===== src/design/per_file_lfu_cluster_cache_assert.svh =====
// ----------------------------------------------------------------------------
// per-file lfu cluster cache assertion macros
// immediate-implication and next-cycle checks on aclk, off during reset
// ----------------------------------------------------------------------------
`ifndef PER_FILE_LFU_CLUSTER_CACHE_ASSERT_SVH
`define PER_FILE_LFU_CLUSTER_CACHE_ASSERT_SVH

// same-cycle implication
`define PFLC_ASSERT_NOW(label, ante, cons) \
    label: assert property (@(posedge aclk) disable iff (!aresetn) (ante) |-> (cons)) \
        else $error("pflc check failed");

// next-cycle implication
`define PFLC_ASSERT_NEXT(label, ante, cons) \
    label: assert property (@(posedge aclk) disable iff (!aresetn) (ante) |=> (cons)) \
        else $error("pflc check failed");

`endif


===== src/design/pflc_ram.sv =====
// ----------------------------------------------------------------------------
// pflc_ram
// generic single-write, single-read ram with registered read data
// ----------------------------------------------------------------------------
module pflc_ram #(
    parameter int WIDTH = 8,
    parameter int DEPTH = 16
) (
    input  logic                                   aclk,
    input  logic                                   we,
    input  logic [((DEPTH > 1) ? $clog2(DEPTH) : 1)-1:0] waddr,
    input  logic [WIDTH-1:0]                       wdata,
    input  logic                                   re,
    input  logic [((DEPTH > 1) ? $clog2(DEPTH) : 1)-1:0] raddr,
    output logic [WIDTH-1:0]                       rdata
);

    logic [WIDTH-1:0] mem_reg [DEPTH];
    logic [WIDTH-1:0] rdata_reg;

    always_ff @(posedge aclk) begin
        if (we) begin
            mem_reg[waddr] <= wdata;
        end
        if (re) begin
            rdata_reg <= mem_reg[raddr];
        end
    end

    assign rdata = rdata_reg;

endmodule


===== config.mk =====
export PLATFORM = sky130hd
export DESIGN_NAME = pflc_ram
export DESIGN_NICKNAME = d
export VERILOG_FILES = /design/src/design/per_file_lfu_cluster_cache_assert.svh /design/src/design/pflc_ram.sv
export SDC_FILE = /design/constraint.sdc
export NUM_CORES = 1
export LEC_CHECK = 0
export BUFFER_PORTS_ARGS = -buffer_cell sky130_fd_sc_hd__buf_2
export CORE_ASPECT_RATIO = 0.9
export CORE_MARGIN = 3
export CORE_UTILIZATION = 30
export DETAILED_ROUTE_END_ITERATION = 6
export PLACE_DENSITY = 0.52
export REMOVE_ABC_BUFFERS = 1
export SETUP_SLACK_MARGIN = 0.3
export SYNTH_ARGS = -nofsm -noshare
export SYNTH_HDL_FRONTEND = slang
export SYNTH_SLANG_ARGS = --single-unit

===== constraint.sdc =====
create_clock -name aclk -period 2.4 [get_ports aclk]
set_input_delay 0.36 -clock aclk [delete_from_list [all_inputs] [get_ports aclk]]
set_output_delay 0.36 -clock aclk [all_outputs]
set_load 0.02 [all_outputs]

==> flow_metrics.env <==
export IMPL_cts_tree="built"
export IMPL_finalSetupTns_ns=0
export IMPL_worst_setup_path_type="input port to flip-flop"
export IMPL_fill_cells=1577
export IMPL_dp_cells=501
export IMPL_power_density_mw_per_mm2=815
export IMPL_yosysSeqAreaShare=0.781
export IMPL_die_area_mm2=0.0190
export IMPL_grt_ovfl_total=0
export IMPL_cts_max_path_buffers=2
export IMPL_root_buffer="clkbuf_16"
export IMPL_grt_pass1_vias=2524
export IMPL_r2r_slack_ns=0.88
export IMPL_die_x_um=145
export IMPL_p_clk_frac=0.418
export IMPL_postCtsSetupBuffers=0
export IMPL_dp_hpwl_mm=6.72
export IMPL_synth_top_area_frac=0.781
export IMPL_yosys_register_bits=136
export IMPL_synthTopCellsByCount="edfxtp_1 (136), mux4_2 (18), a22oi_1 (16)"
export IMPL_p_leak_nw=2.07
export IMPL_diodes=0
export IMPL_drc=0
export IMPL_yosys_area_top_type="edfxtp_1"
export IMPL_synthTopCellsByArea="edfxtp_1 (78%), mux4_2 (7.8%), mux4_1 (7.0%), a22oi_1 (2.3%), nor2_1 (0.93%)"
export IMPL_antenna_left=0
export IMPL_synth_ff_type="edfxtp_1"
export IMPL_rows=45
export IMPL_netSwitchingFraction=0.199
export IMPL_gp_congestion=0.684
export IMPL_p_int_mw=4.06
export IMPL_cts_hold_buf=0
export IMPL_worstHoldPathType="input port to flip-flop"
export IMPL_largest_reg_flops=128
export IMPL_skew_ns=0.00662
export IMPL_p_switching_mw=1.01
export IMPL_rsz0062_at_grt="no"
export IMPL_netlist_cell_type_count=18
export IMPL_synth_edf_count=136
export IMPL_wl_mm=10.6
export IMPL_worst_pin_slew_ns=0.692
export IMPL_nNetsFinal=304
export IMPL_wl_per_cell_um=20.0
export IMPL_syn_area_mm2=0.00523
export IMPL_path_clk_slew_ns=0.05
export IMPL_cp_required_ns=2.53
export IMPL_grt_pass1_wl_mm=16.2
export IMPL_clk_latency_ns=0.40
export IMPL_drt_pass1_iter_count=5
export IMPL_grt_antenna_before_repair=0
export IMPL_syn_area_per_cell_um2=22.8
export IMPL_yosysWarnings=0
export IMPL_htree_levels=4
export IMPL_min_period_ns=1.59
export IMPL_initialDrtViolationCount=251
export IMPL_setup_violations=0
export IMPL_synthArstFlopShare=0
export IMPL_fmaxAchievable_ghz=0.631
export IMPL_syn2layout_area_growth_pct=19.1
export IMPL_fp_coreArea_mm2=0.0170
export IMPL_grt_max_degree=33
export IMPL_hold_violations=0
export IMPL_pwr_share_seq=0.531
export IMPL_drive_above_1_share=0.291
export IMPL_max_slew_margin=0.537
export IMPL_cts_resized=0
export IMPL_layoutNonFillerInstCount=531
export IMPL_timing_final_crit_share=0.661
export IMPL_placement_io_buffers=26
export IMPL_drv_slew=0
export IMPL_power_frac_comb=0.051
export IMPL_critPathLaunchType="input port"
export IMPL_cp_max_fo=32
export IMPL_yosysMostFrequentCell="edfxtp_1"
export IMPL_cts_sinks=136
export IMPL_die_h_um=131
export IMPL_status="completed"
export IMPL_start_util=0.307
export IMPL_num_vias=2428
export IMPL_ioPinCount=27
export IMPL_crit_path_end_kind="flip-flop"
export IMPL_cp_arrival_ns=1.72
export IMPL_maxCapViolations=0
export IMPL_grt_total_usage=0.118
export IMPL_ir_drop_uv=365
export IMPL_cts_inserted_buffers=17
export IMPL_avgViaCountPerCell=4.57
export IMPL_synthCells=229
## critical path, cell delays in order
cell and delay, ns:
buf_2 0.10, buf_12 0.25, mux4_1 0.59, a22oi_1 0.25, nand2_1 0.14
## metrics by stage
step	hold WS, ns	utilization	setup slack [ns]	area (um2)	power (mW)
after floorplan	0.459	-	0.547	5140	2.86
after global placement	0.732	0.338	0.376	5750	3.00
after detailed placement	0.735	0.338	0.370	5750	3.01
after CTS	0.303	0.366	0.799	6230	5.13
after global routing	0.306	0.366	0.738	6230	5.26
final	0.323	0.366	0.814	6230	5.07
## routing by layer
| metal | global-route usage | vias up | share of wire |
|---|---|---|---|
| li1 | - | 1090 | - |
| met3 | 0.0369 | 8 | 0.064 |
| met5 | 0 | - | 0 |
| met4 | 0.0459 | 0 | 0.015 |
| met1 | 0.162 | 1259 | 0.45 |
| met2 | 0.177 | 71 | 0.47 |
## area by class of cell
type / count / area [um2] / area share
clock buffer: 22 / 444 / 0.0713
clock inverter: 8 / 33.8 / 0.00543
multi-input combinational: 83 / 1060 / 0.170
sequential: 136 / 4080 / 0.656
tap: 235 / 294 / 0.0472
timing repair buffer: 47 / 313 / 0.0502
## kinds of logic (layout without fill, tap and decap cells)
family                 after synthesis  after routing  share of synthesized area
AOI/OAI and AO/OA                   16             16                     0.0230
buffers and inverters               10             77                     0.0165
muxes                               32             32                      0.148
and+or+nand+nor                     35             35                     0.0314
DFF                                136            136                      0.781
## worst paths after layout
kind | start | end | cells past startpoint
setup / recovery | raddr[0] | rdata[2]$_DFFE_PP_ | 5
hold / removal | re | rdata[6]$_DFFE_PP_ | 1
setup reg to reg | mem_reg[9][2]$_DFFE_PP_ | rdata[2]$_DFFE_PP_ | 3
hold reg to reg | mem_reg[8][3]$_DFFE_PP_ | rdata[3]$_DFFE_PP_ | 3
## power by group through the flow
| stage | Sequential [mW] | Clock [mW] | Combinational, mW |
|---|---|---|---|
| floorplan | 2.75 | 0 | 0.107 |
| global placement | 2.74 | 0 | 0.266 |
| detailed placement | 2.74 | 0 | 0.269 |
| CTS | 2.69 | 2.17 | 0.269 |
| global route | 2.69 | 2.28 | 0.286 |
| finish | 2.69 | 2.12 | 0.261 |
## cell usage in the layout (no fill, tap or decap)
cell type / instances
edfxtp_1: 136
buf_2: 26
buf_4: 19
mux4_2: 18
clkbuf_16: 17
a22oi_1: 16
mux4_1: 14
nor2_1: 13
nand2_1: 9
clkbuf_1: 5
clkinv_1: 5
nor3_1: 4
clkinv_2: 3
nand3b_1: 2
nand2b_1: 2
buf_12: 2
nor2b_1: 1
and2_1: 1
and2b_1: 1
nand3_1: 1
or3b_2: 1
Power figures use the tool's default switching activity.
