--- src/design/per_file_lfu_cluster_cache_assert.svh ---
// ----------------------------------------------------------------------------
// per-file lfu cluster cache assertion macros
// immediate-implication and next-cycle checks on aclk, off during reset
// ----------------------------------------------------------------------------
`ifndef PER_FILE_LFU_CLUSTER_CACHE_ASSERT_SVH
`define PER_FILE_LFU_CLUSTER_CACHE_ASSERT_SVH

// same-cycle implication
`define PFLC_ASSERT_NOW(label, ante, cons) \
    label: assert property (@(posedge aclk) disable iff (!aresetn) (ante) |-> (cons)) \
        else $error("pflc check failed");

// next-cycle implication
`define PFLC_ASSERT_NEXT(label, ante, cons) \
    label: assert property (@(posedge aclk) disable iff (!aresetn) (ante) |=> (cons)) \
        else $error("pflc check failed");

`endif

--- src/design/pflc_pkg.sv ---
// ----------------------------------------------------------------------------
// pflc_pkg
// shared sizes, codes, types and helpers of the per-file lfu cluster cache
// ----------------------------------------------------------------------------
package pflc_pkg;

    localparam int FILE_SETS   = 16;
    localparam int MAX_SLOTS   = 8;
    localparam int COUNT_WIDTH = 24;

    localparam int TAG_W      = 32;
    localparam int FIDX_W     = 4;
    localparam int BPF_W      = 4;
    localparam int OUT_SLOT_W = 3;
    localparam int FILE_W     = (FILE_SETS > 1) ? $clog2(FILE_SETS) : 1;
    localparam int SLOT_W     = (MAX_SLOTS > 1) ? $clog2(MAX_SLOTS) : 1;
    localparam int ACT_W      = $clog2(MAX_SLOTS + 1);
    localparam int ENTRY_W    = TAG_W + COUNT_WIDTH;
    localparam int ROW_W      = MAX_SLOTS * ENTRY_W;
    localparam int S_DATA_W   = 40;
    localparam int M_DATA_W   = 40;
    localparam int M_USED_W   = 1 + OUT_SLOT_W + 1 + 1 + TAG_W;

    localparam logic [COUNT_WIDTH-1:0] COUNT_MAX = {COUNT_WIDTH{1'b1}};
    localparam logic [BPF_W-1:0]       BPF_RESET = BPF_W'(8);

    localparam logic CMD_READ  = 1'b0;
    localparam logic CMD_WRITE = 1'b1;

    localparam logic REG_BPF = 1'b0;

    typedef struct packed {
        logic              hit;
        logic [SLOT_W-1:0] hit_slot;
        logic              free_found;
        logic [SLOT_W-1:0] free_slot;
        logic [SLOT_W-1:0] victim_slot;
    } sel_t;

    function automatic logic [FILE_W-1:0] file_wrap(input logic [FIDX_W-1:0] f);
        logic [FILE_W-1:0] r;
        r = '0;
        for (int k = 0; k < (1 << FIDX_W); k++) begin
            if (f == FIDX_W'(k)) r = FILE_W'(k % FILE_SETS);
        end
        return r;
    endfunction

    function automatic logic [ACT_W-1:0] active_count(input logic [BPF_W-1:0] bpf);
        logic [ACT_W-1:0] r;
        if (bpf == '0) r = ACT_W'(1);
        else if (int'(bpf) > MAX_SLOTS) r = ACT_W'(MAX_SLOTS);
        else r = ACT_W'(bpf);
        return r;
    endfunction

    function automatic logic [OUT_SLOT_W-1:0] slot_out(input logic [SLOT_W-1:0] s);
        logic [SLOT_W+OUT_SLOT_W-1:0] t;
        t = (SLOT_W + OUT_SLOT_W)'(s);
        return t[OUT_SLOT_W-1:0];
    endfunction

endpackage

--- src/design/pflc_sel.sv ---
// ----------------------------------------------------------------------------
// pflc_sel
// tag compare, lowest free slot and least-used victim over one set row
// ----------------------------------------------------------------------------
module pflc_sel (
    input  logic [pflc_pkg::ROW_W-1:0]     row,
    input  logic [pflc_pkg::MAX_SLOTS-1:0] valid,
    input  logic [pflc_pkg::TAG_W-1:0]     tag,
    input  logic [pflc_pkg::ACT_W-1:0]     active,
    output pflc_pkg::sel_t                 sel
);

    logic [pflc_pkg::TAG_W-1:0]       tags   [pflc_pkg::MAX_SLOTS];
    logic [pflc_pkg::COUNT_WIDTH-1:0] counts [pflc_pkg::MAX_SLOTS];
    logic [pflc_pkg::COUNT_WIDTH-1:0] min_count;

    always_comb begin
        for (int i = 0; i < pflc_pkg::MAX_SLOTS; i++) begin
            tags[i]   = row[i*pflc_pkg::ENTRY_W +: pflc_pkg::TAG_W];
            counts[i] = row[i*pflc_pkg::ENTRY_W + pflc_pkg::TAG_W +: pflc_pkg::COUNT_WIDTH];
        end
    end

    always_comb begin
        sel       = '0;
        min_count = counts[0];
        for (int i = pflc_pkg::MAX_SLOTS - 1; i >= 0; i--) begin
            if (pflc_pkg::ACT_W'(i) < active) begin
                if (valid[i] && tags[i] == tag) begin
                    sel.hit      = 1'b1;
                    sel.hit_slot = pflc_pkg::SLOT_W'(i);
                end
                if (!valid[i]) begin
                    sel.free_found = 1'b1;
                    sel.free_slot  = pflc_pkg::SLOT_W'(i);
                end
            end
        end
        // strict less keeps the lowest slot on ties
        for (int i = 1; i < pflc_pkg::MAX_SLOTS; i++) begin
            if (pflc_pkg::ACT_W'(i) < active && counts[i] < min_count) begin
                min_count       = counts[i];
                sel.victim_slot = pflc_pkg::SLOT_W'(i);
            end
        end
    end

endmodule

--- config.mk ---
export PLATFORM = sky130hd
export DESIGN_NAME = pflc_sel
export DESIGN_NICKNAME = d
export VERILOG_FILES = /design/src/design/per_file_lfu_cluster_cache_assert.svh /design/src/design/pflc_pkg.sv /design/src/design/pflc_sel.sv
export SDC_FILE = /design/constraint.sdc
export NUM_CORES = 1
export LEC_CHECK = 0
export BUFFER_PORTS_ARGS = -buffer_cell sky130_fd_sc_hd__buf_2
export CAP_MARGIN = 20
export CORE_AREA = 8 8 190 192
export DETAILED_ROUTE_END_ITERATION = 8
export DIE_AREA = 0 0 198 200
export PLACE_DENSITY_LB_ADDON = 0.12
export SYNTH_ARGS = -nofsm -noshare
export SYNTH_HDL_FRONTEND = slang
export SYNTH_SLANG_ARGS = --single-unit
--- constraint.sdc ---
create_clock -name vclk -period 58.3
set_input_delay 5.83 -clock vclk [all_inputs]
set_output_delay 5.83 -clock vclk [all_outputs]
set_load 0.005 [all_outputs]
==> results.md, run 1 <==
* Status: completed
* Setup Total Neg Slack at 0 ns
* Post-route DRC at 0
* HPWL after DPL at 45400 um
* Post-Syn Area at 9120 um^2
* Critical path endpoint category: output pin
* Vias in the first global route at 11400
* Most frequent CP cell: a21oi_1
* Area delta synth->final at 32.0%
* Hold WC Path Type: input port to output pin
* Core area at 33100 um^2
* Postcts setup bufs at 0
* Initial antenna violation count at 18
* Cell variety after synth at 63
* Part of the Yosys area used for sequential elements at 0%
* Combinational share of power at 100.0%
* Die area at 39600 um^2
* Crit-path max FO at 48
* Internal Dissipation at 97.1 uW
* Drt wl/cell at about 22 um
* Synthesized area per cell at 7.07 um^2
* Filler cells at 3739
* Area of the multi-input gates at roughly 8400 um^2
* Grt total ovfl at 0
* Synth Net Count at 1939
* Crit path depth at 91
* Slowest stage delay, CP at 0.53 ns
* Max Cap Viol at 0
* Port buffer count at between 500 and 600
* Synth Warn # at 0
* WL final at 48900 um
* Final setup vio count at 0
* Post-CTS sizing at 0
* First-pass GRT wire length at 69400 um
* Via/cell ratio at 4.95
* Most common cell after layout, fill and taps aside: buf_2
* Synth Instances at 1290
* Crit path time final at 28.54 ns
* Sw power at 121 uW
* Antenna viol nets, final at 0
* CP arrival at 22.71 ns
* F_max at about 35 MHz
* Final Power at 218 uW
* Critical path required time at 52.47 ns
* Largest net degree at the start of global routing at 49
* Setup repair after global routing missed its margin: false
* DIE WIDTH at 198 um
* Most frequent cells in the layout: buf_2, xnor2_1, ha_1
* Worst-Margin Slew at between 0.8 and 0.9 ns
* Sequential cells at 0
* Sequential power share at 0%
* Critical path class: input port to output pin
* Starting DRT DRC Count at between 600 and 700
* Final period utilization at approximately 50%
* Top Family by Delay on Critical Path: compound AO/OA/AOI/OAI gates
* Placer congestion estimate at 0.909
* CP Launch Type: input port
* Initial core utilization at between 20% and 30%
* # hold bufs at CTS at 0
* Worst hold stages at 3
* GRT Util Overall at 23.2%
* I/O pins at 503
* Row cnt at 67
* Power Density at approximately 18 nW/um^2
* Worst vdd ir at 7.92 uV
* Storage element area at 0 um^2
* # clk buffers at 0
* Slowest-stage cell, CP: nor2_2
* Buf/Inv on CP at 12
* Share of cells above drive strength 1 at a little under a third
* Clock share of power at 0%
* Via count at 10900
* Worst slew margin at just over 40%
* Number of max-slew violations in the final report at 0
* Switching share of total power at a little under three fifths
* Chip height at around 200 um
* Final Hold Viols at 0
* Final Net Count at between 2000 and 2500
* P_leak at 5.98 nW
* Initial DRT Pass Iterations at 5
[kinds of logic (layout without fill, tap and decap cells)]
family / count (synthesis) / count (layout) / share of synthesized area (%)
adders and majority gates: 157 / 157 / 21.5
other: 0 / 11 / 0
buffers and inverters: 182 / 633 / 7.79
and+or+nand+nor: 358 / 358 / 20.1
muxes: 55 / 55 / 6.65
xor gates and xnor gates: 258 / 258 / 24.8
AOI/OAI and AO/OA: 280 / 280 / 19.1
[synthesized netlist by cell type (28+ instances only)]
library cell  count  area (um^2)
xnor2_1         171         1500
ha_1            157         1960
inv_1           122          458
a21oi_1         116          581
nor2_1           94          353
xor2_1           87          762
nand4_1          71          444
nand2_1          60          225
o21ai_0          59          295
clkbuf_1         40          150
nor4_1           34          213
mux2_2           28          315
[worst paths after layout]
kind,from,endpoint,slack [ns]
setup / recovery,row[53],sel[1],29.76
hold / removal,valid[0],sel[3],12.00
[per-stage QoR]
| stage | std cells | utilization, % | hold slack, ns | setup WS (ns) | cell area [um^2] |
|---|---|---|---|---|---|
| after floorplan | 1290 | - | 11.75 | 31.98 | 9120 |
| after global placement | 2188 | 36.2 | 12.00 | 30.09 | 12000 |
| after detailed placement | 2189 | 36.3 | 12.00 | 29.68 | 12000 |
| after CTS | 2189 | 36.3 | 12.00 | 29.65 | 12000 |
| after global routing | 2197 | 36.3 | 12.02 | 27.85 | 12000 |
| final | 2200 | 36.3 | 12.00 | 29.76 | 12000 |
[power groups by stage]
stage	logic, mW	clock network, mW	registers [mW]
6_report	0.218	0.0000000256	0
4_1_cts	0.221	0	0
3_3_place_gp	0.218	0	0
5_1_grt	0.250	0.0000000185	0
3_5_place_dp	0.220	0	0
2_1_floorplan	0.154	0	0
[layer usage]
layer | GRT usage [%] | share of wire, %
met1 | 24.5 | 37
met2 | 46.2 | 54
met3 | 4.09 | 5.8
met4 | 6.83 | 2.8
met5 | 0 | 0.18
[final cells by class]
| cell class | instances | area share (%) |
|---|---|---|
| timing repair buffer | 511 | 21.4 |
| antenna | 11 | 0.229 |
| tap | 448 | 4.66 |
| multi-input combinational | 1108 | 69.9 |
| inverter | 122 | 3.81 |
(Power assumes the default switching activity.)
==> inputs of run 2 (changes only) <==
--- a/config.mk
+++ b/config.mk
@@ -5,6 +5,7 @@
 export SDC_FILE = /design/constraint.sdc
 export NUM_CORES = 1
 export LEC_CHECK = 0
+export ABC_AREA = 1
 export BUFFER_PORTS_ARGS = -buffer_cell sky130_fd_sc_hd__buf_2
 export CAP_MARGIN = 20
 export CORE_AREA = 8 8 190 192
==> constraint.sdc (replaced) <==
create_clock -name vclk -period 27
set_input_delay 2.7 -clock vclk [all_inputs]
set_output_delay 2.7 -clock vclk [all_outputs]
set_load 0.005 [all_outputs]
==> run 2 against run 1 <==
  * Die area did not move
  * Utilization fell by 1.5 points
  * Non-clock buffer count fell by 7
  * First-iteration DRC count rose by 28%
  * Critical path depth fell by 31
  * Cell area fell by 4.0%
  * Routed wire length rose by 14%
  * Global-route usage rose by 3.4 points
  * Critical path type unchanged
  * Highest routed layer unchanged
==> results.md, run 2 <==
* Status: completed
* Most frequent cells in the layout: buf_2, nand2_1, o21ai_0
* Most common cell after layout, fill and taps aside: buf_2
* Finished Cell Area at 11500 um^2 (-4.0%)
* Row cnt at 67 (unchanged)
* Slowest stage delay, CP at 0.77 ns (+0.24 ns)
* Critical path endpoint category: output pin
* Die area at 39600 um^2 (unchanged)
* P_leak at 6.13 nW (+2.5%)
* Area delta synth->final at 33.5%
* Cell variety after synth at 47 (-25%)
* F_max at 48.0 MHz
* Drt wl/cell at 23.4 um (+5.0%)
* WL final at 55900 um (+14%)
* Initial DRT Pass Iterations at 5 (unchanged)
* Synth Net Count at 2130 (+9.9%)
* Starting DRT DRC Count at 789 (+28%)
* Largest net degree at the start of global routing at 51 (+4.1%)
* Largest cells by area after synthesis: ha_1, nand2_1, o21ai_0, inv_1, xnor2_1
* Final Hold Viols at 0 (unchanged)
* Setup repair after global routing missed its margin: false
* Synth Instances at 1481 (+15%)
* CP Launch Type: input port
* Critical path origin: row[55]
* Vias in the first global route at 12200 (+6.3%)
* Sequential cells at 0 (unchanged)
* Final Net Count at 2577 (+7.7%)
* Part of the Yosys area used for sequential elements at 0% (unchanged)
* # hold bufs at CTS at 0 (unchanged)
* Post-CTS sizing at 0 (unchanged)
* First-pass GRT wire length at 79000 um (+14%)
* Power Density at 35.6 nW/um^2 (+96%)
* Critical path required time at 24.30 ns (-28.17 ns)
* Chip height at 200 um (unchanged)
* Cell Area, Placed at 11500 um^2 (-4.3%)
* DIE WIDTH at 198 um (unchanged)
* Worst vdd ir at 22.7 uV (+190%)
* Slowest-stage cell, CP: nand3_2
* Storage element area at 0 um^2 (unchanged)
* Post-Syn Area at 8650 um^2 (-5.1%)
* Number of max-slew violations in the final report at 0 (unchanged)
* I/O pins at 503 (unchanged)
* Top cell type by total area after synthesis: ha_1
* Initial core utilization at 26.1% (-1.4 points)
* CP arrival at 18.12 ns (-4.59 ns)
* Final period utilization at 77.1%
* Most common library cells after synthesis: nand2_1, o21ai_0, ha_1
* Via count at 12300 (+13%)
* GRT Util Overall at 26.6% (+3.4 points)
* Initial antenna violation count at 23 (+5)
* Critical path class: input port to output pin
* Filler cells at 3804 (+1.7%)
* Most common cell in the netlist: nand2_1
* Synthesized area per cell at 5.84 um^2 (-17%)
* Crit path time final at 20.82 ns
* Worst slew margin at 21.2% (-19 points)
* Antenna viol nets, final at 0 (unchanged)
* Via/cell ratio at 5.15 (+4.1%)
* Final setup vio count at 0 (unchanged)
* # clk buffers at 0 (unchanged)
* Crit-path max FO at 50 (+4.2%)
* Share of cells above drive strength 1 at 28.4% (-3.2 points)
* Postcts setup bufs at 0 (unchanged)
* Worst-Margin Slew at 1.17 ns (+0.290 ns)
* Grt total ovfl at 0 (unchanged)
* Synth Warn # at 0 (unchanged)
* Most frequent CP cell: nand2_1
* Port buffer count at 503 (unchanged)
* Hold WC Path Type: input port to output pin
* Final Power at 412 uW (+89%)
* Max Cap Viol at 0 (unchanged)
* Top cell type's share of synthesized area at 22.7% (+1.2 points)
* Hold path startpoint: valid[0]
* HPWL after DPL at 50400 um (+11%)
* Core area at 33100 um^2 (unchanged)
* Placer congestion estimate at 0.984 (+8.2%)
* Post-route DRC at 0 (unchanged)
* Setup Total Neg Slack at 0 ns (unchanged)
==> run 2: changes by cell type in the layout (fill, tap and decap cells not counted), sizes merged, moves of 24 or more <==
cell / delta
mux2: -45
o21ai: +143
nand4: -32
nand2: +369
xor2: -52
nor2: -28
nand3: +24
a21oi: -55
o22ai: +37
xnor2: -121
==> run 2: path summary, 6_finish.rpt <==
check / endpoint / slack (ns) / cells past startpoint
worst max-delay path: sel[1] / 6.18 / 60
worst min-delay path: sel[3] / 5.77 / 4
==> run 2: power by group <==
group	total, mW	internal [mW]	leakage (nW)	switching [mW]
sequential	0	0	0	0
clock	0.0000000999	0.0000000997	0.000127	0
combinational	0.412	0.155	6.13	0.256
==> run 2: cell type report <==
class              instances  area [um^2]  share of cell area [%]
diodes                    20         50.0                   0.433
inverters                126          473                    4.09
multi-input cells       1296         7940                    68.8
well taps                448          561                    4.85
repair buffers           504         2520                    21.8
==> run 2: cells by family after synthesis <==
group | count (synthesis) | synth area share, %
AO/OA/AOI/OAI | 400 | 27.2
XOR/XNOR | 85 | 8.61
adder cells (fa/ha/maj) | 157 | 22.7
buffers and inverters | 185 | 8.16
AND/OR/NAND/NOR | 654 | 33.3
==> run 2: worst max-delay path, delay by kind of cell <==
family / cells / cell delay (ns)
AOI/OAI and AO/OA: 23 / 6.15
buffers and inverters: 4 / 0.34
adders and majority gates: 7 / 2.31
and+or+nand+nor: 26 / 6.61
==> run 2: per-layer routing <==
metal	vias to the layer above	share of wire (%)	GRT usage (%)
met5	-	0.066	0
met4	6	2.2	8.02
met3	65	8.2	6.25
met2	561	44	41.2
met1	5567	46	36.2
li1	6142	-	-
==> run 2: stage by stage <==
stage               worst slack [ns]  cells  util (%)  hold slack (ns)
detailed placement              6.11   2373      34.7             5.77
floorplan                      10.19   1481         -             5.48
CTS                             6.06   2373      34.7             5.77
global placement                6.51   2373      34.7             5.76
global route                    3.77   2392      34.9             5.81
finish                          6.18   2394      34.9             5.77
==> inputs of run 3 (changes only) <==
--- a/config.mk
+++ b/config.mk
@@ -5,12 +5,12 @@
 export SDC_FILE = /design/constraint.sdc
 export NUM_CORES = 1
 export LEC_CHECK = 0
-export ABC_AREA = 1
+export ABC_AREA = 0
 export BUFFER_PORTS_ARGS = -buffer_cell sky130_fd_sc_hd__buf_2
 export CAP_MARGIN = 20
-export CORE_AREA = 8 8 190 192
+export CORE_AREA = 8 8 189 191
 export DETAILED_ROUTE_END_ITERATION = 8
-export DIE_AREA = 0 0 198 200
+export DIE_AREA = 0 0 197 199
 export PLACE_DENSITY_LB_ADDON = 0.12
 export SYNTH_ARGS = -nofsm -noshare
 export SYNTH_HDL_FRONTEND = slang
==> constraint.sdc (replaced) <==
create_clock -name vclk -period 17.48
set_input_delay 1.748 -clock vclk [all_inputs]
set_output_delay 1.748 -clock vclk [all_outputs]
set_load 0.005 [all_outputs]
==> run 3 against run 2 <==
  * The run now ends with negative setup slack left
  * Critical path type unchanged
  * Critical path depth up 31
  * Non-clock buffer count up 276
  * Die area is 1.0% lower
  * Critical endpoint is now sel[0]
  * Via count is 2.7% lower
  * Power increased to 2.7 times the previous value
  * Cell area increased by 33%
  * Routed wire length fell by 8.4%
  * Clock-buffer cell count did not move
  * Sequential share of layout area stayed put
  * First-iteration DRC count decreased by 56%
==> results.md, run 3 (same netlist as run 1, synthesis figures left out) <==
* Worst vdd ir at 30.4 uV (+34%)
* Setup Total Neg Slack at -0.0240 ns (-0.0240 ns)
* Hold WC Path Type: input port to output pin
* Final Hold Viols at 0 (unchanged)
* F_max at roughly 57 MHz
* Final setup vio count at 1 (+1)
* Vias in the first global route at 12400 (+2.3%)
* Post-layout util at 46.8% (+12 points)
* Grt total ovfl at 0 (unchanged)
* Critical path origin: row[97]
* Slowest stage delay, CP at 0.39 ns (-0.38 ns)
* Failing checks: negative setup slack
* Initial antenna violation count at 19 (-17%)
* Initial DRT Pass Iterations at 4 (-1)
* Final Power at 1.11 mW (+170%)
* Share of cells above drive strength 1 at 48.8% (+20 points)
* # clk buffers at 0 (unchanged)
* Number of max-slew violations in the final report at 0 (unchanged)
* Chip height at 199 um (-0.50%)
* CP Launch Type: input port
* GRT Util Overall at 24.0% (-2.7 points)
* Critical path class: input port to output pin
* Hold path startpoint: valid[0]
* Worst-Margin Slew at 0.988 ns (-0.184 ns)
* Critical path endpoint category: output pin
* Storage element area at 0 um^2 (unchanged)
* Final worst slack at -0.0240 ns (-6.21 ns)
* P_leak at 7.49 nW (+22%)
* Critical path required time at 15.73 ns (-8.57 ns)
* Status: finished, violations left
* Buf/Inv on CP at 23 (+19)
* Most frequent cells in the layout: buf_2, buf_4, xnor2_1
* Max Cap Viol at 0 (unchanged)
* Worst slew margin at 32.5% (+11 points)
* Placer congestion estimate at 0.905 (-8.0%)
* Die area at 39200 um^2 (-1.0%)
* Slowest-stage cell, CP: or3_4
* Final hold slack at 3.82 ns (-1.95 ns)
* Starting DRT DRC Count at 345 (-56%)
* DIE WIDTH at 197 um (-0.51%)
* Drt wl/cell at 20.7 um (-11%)
* Largest net degree at the start of global routing at 29 (-43%)
* First-pass GRT wire length at 72300 um (-8.5%)
* Most common cell after layout, fill and taps aside: buf_2
* Post-route DRC at 0 (unchanged)
* Via/cell ratio at 4.86 (-5.7%)
* Row cnt at 67 (unchanged)
* Initial core utilization at 27.7% (+1.6 points)
* Top Family by Delay on Critical Path: compound AO/OA/AOI/OAI gates
* Power Density at 72.3 nW/um^2 (+100%)
* Sequential cells at 0 (unchanged)
* WL final at 51200 um (-8.4%)
* Crit-path max FO at 8 (-84%)
* Crit path time final at 17.50 ns
* # hold bufs at CTS at 0 (unchanged)
* Core area at 32900 um^2 (-0.76%)
* HPWL after DPL at 45200 um (-10%)
* Final period utilization at 100%
* Via count at 12000 (-2.7%)
* Filler cells at 3422 (-10%)
* Setup repair after global routing missed its margin: true
* Antenna viol nets, final at 0 (unchanged)
* Setup WS pre-CTS at -1.01 ns (-7.12 ns)
* Area delta synth->final at 68.8%
* I/O pins at 503 (unchanged)
* Final Net Count at 2662 (+3.3%)
* CP arrival at 15.76 ns (-2.36 ns)
* Area of the multi-input gates at 9460 um^2 (+19%)
* Port buffer count at 503 (unchanged)
* Most frequent CP cell: buf_4
-- run 3: worst paths after layout --
| kind | cells after the start | to | slack [ns] |
|---|---|---|---|
| hold / removal | 3 | sel[3] | 3.82 |
| setup / recovery | 91 | sel[0] | -0.02 |
-- run 3: tightest hold or removal path, delay by kind of cell --
family                 cells  cell delay, ns
AO/OA/AOI/OAI              1            0.12
buffers and inverters      2            0.21
-- run 3: power breakdown --
| group | internal, mW | switching, mW | leakage, nW |
|---|---|---|---|
| clock | 0.0000000847 | 0 | 0.0000697 |
| sequential | 0 | 0 | 0 |
| combinational | 0.595 | 0.518 | 7.49 |
| total | 0.595 | 0.518 | 7.49 |
-- run 3: area by class of cell --
cell class / count / share of cell area [%]
multi-input combinational: 1109 / 61.5
tap: 448 / 3.64
inverter: 122 / 3.04
timing repair buffer: 780 / 31.7
antenna: 11 / 0.179
-- run 3: timing repair --
| action | CTS | global route |
|---|---|---|
| setup endpoints to repair | 3 | 3 |
| buffers inserted | 46 | 28 |
| pin swaps | 40 | 79 |
| cloned | 4 | 2 |
| gates resized for setup | 99 | 174 |
-- run 3: stage by stage --
stage	instances	area, um^2
floorplan	1290	9150
finish	2470	15400
global placement	2383	13500
detailed placement	2383	13500
global route	2468	15400
CTS	2432	14300
-- run 3: metal layers --
metal	global-route usage (%)	part of all wire, %	vias up
li1	-	-	6013
met1	24.6	37	5547
met2	48.4	55	349
met3	4.23	4.9	84
met4	7.11	3.1	10
met5	0	0.13	-
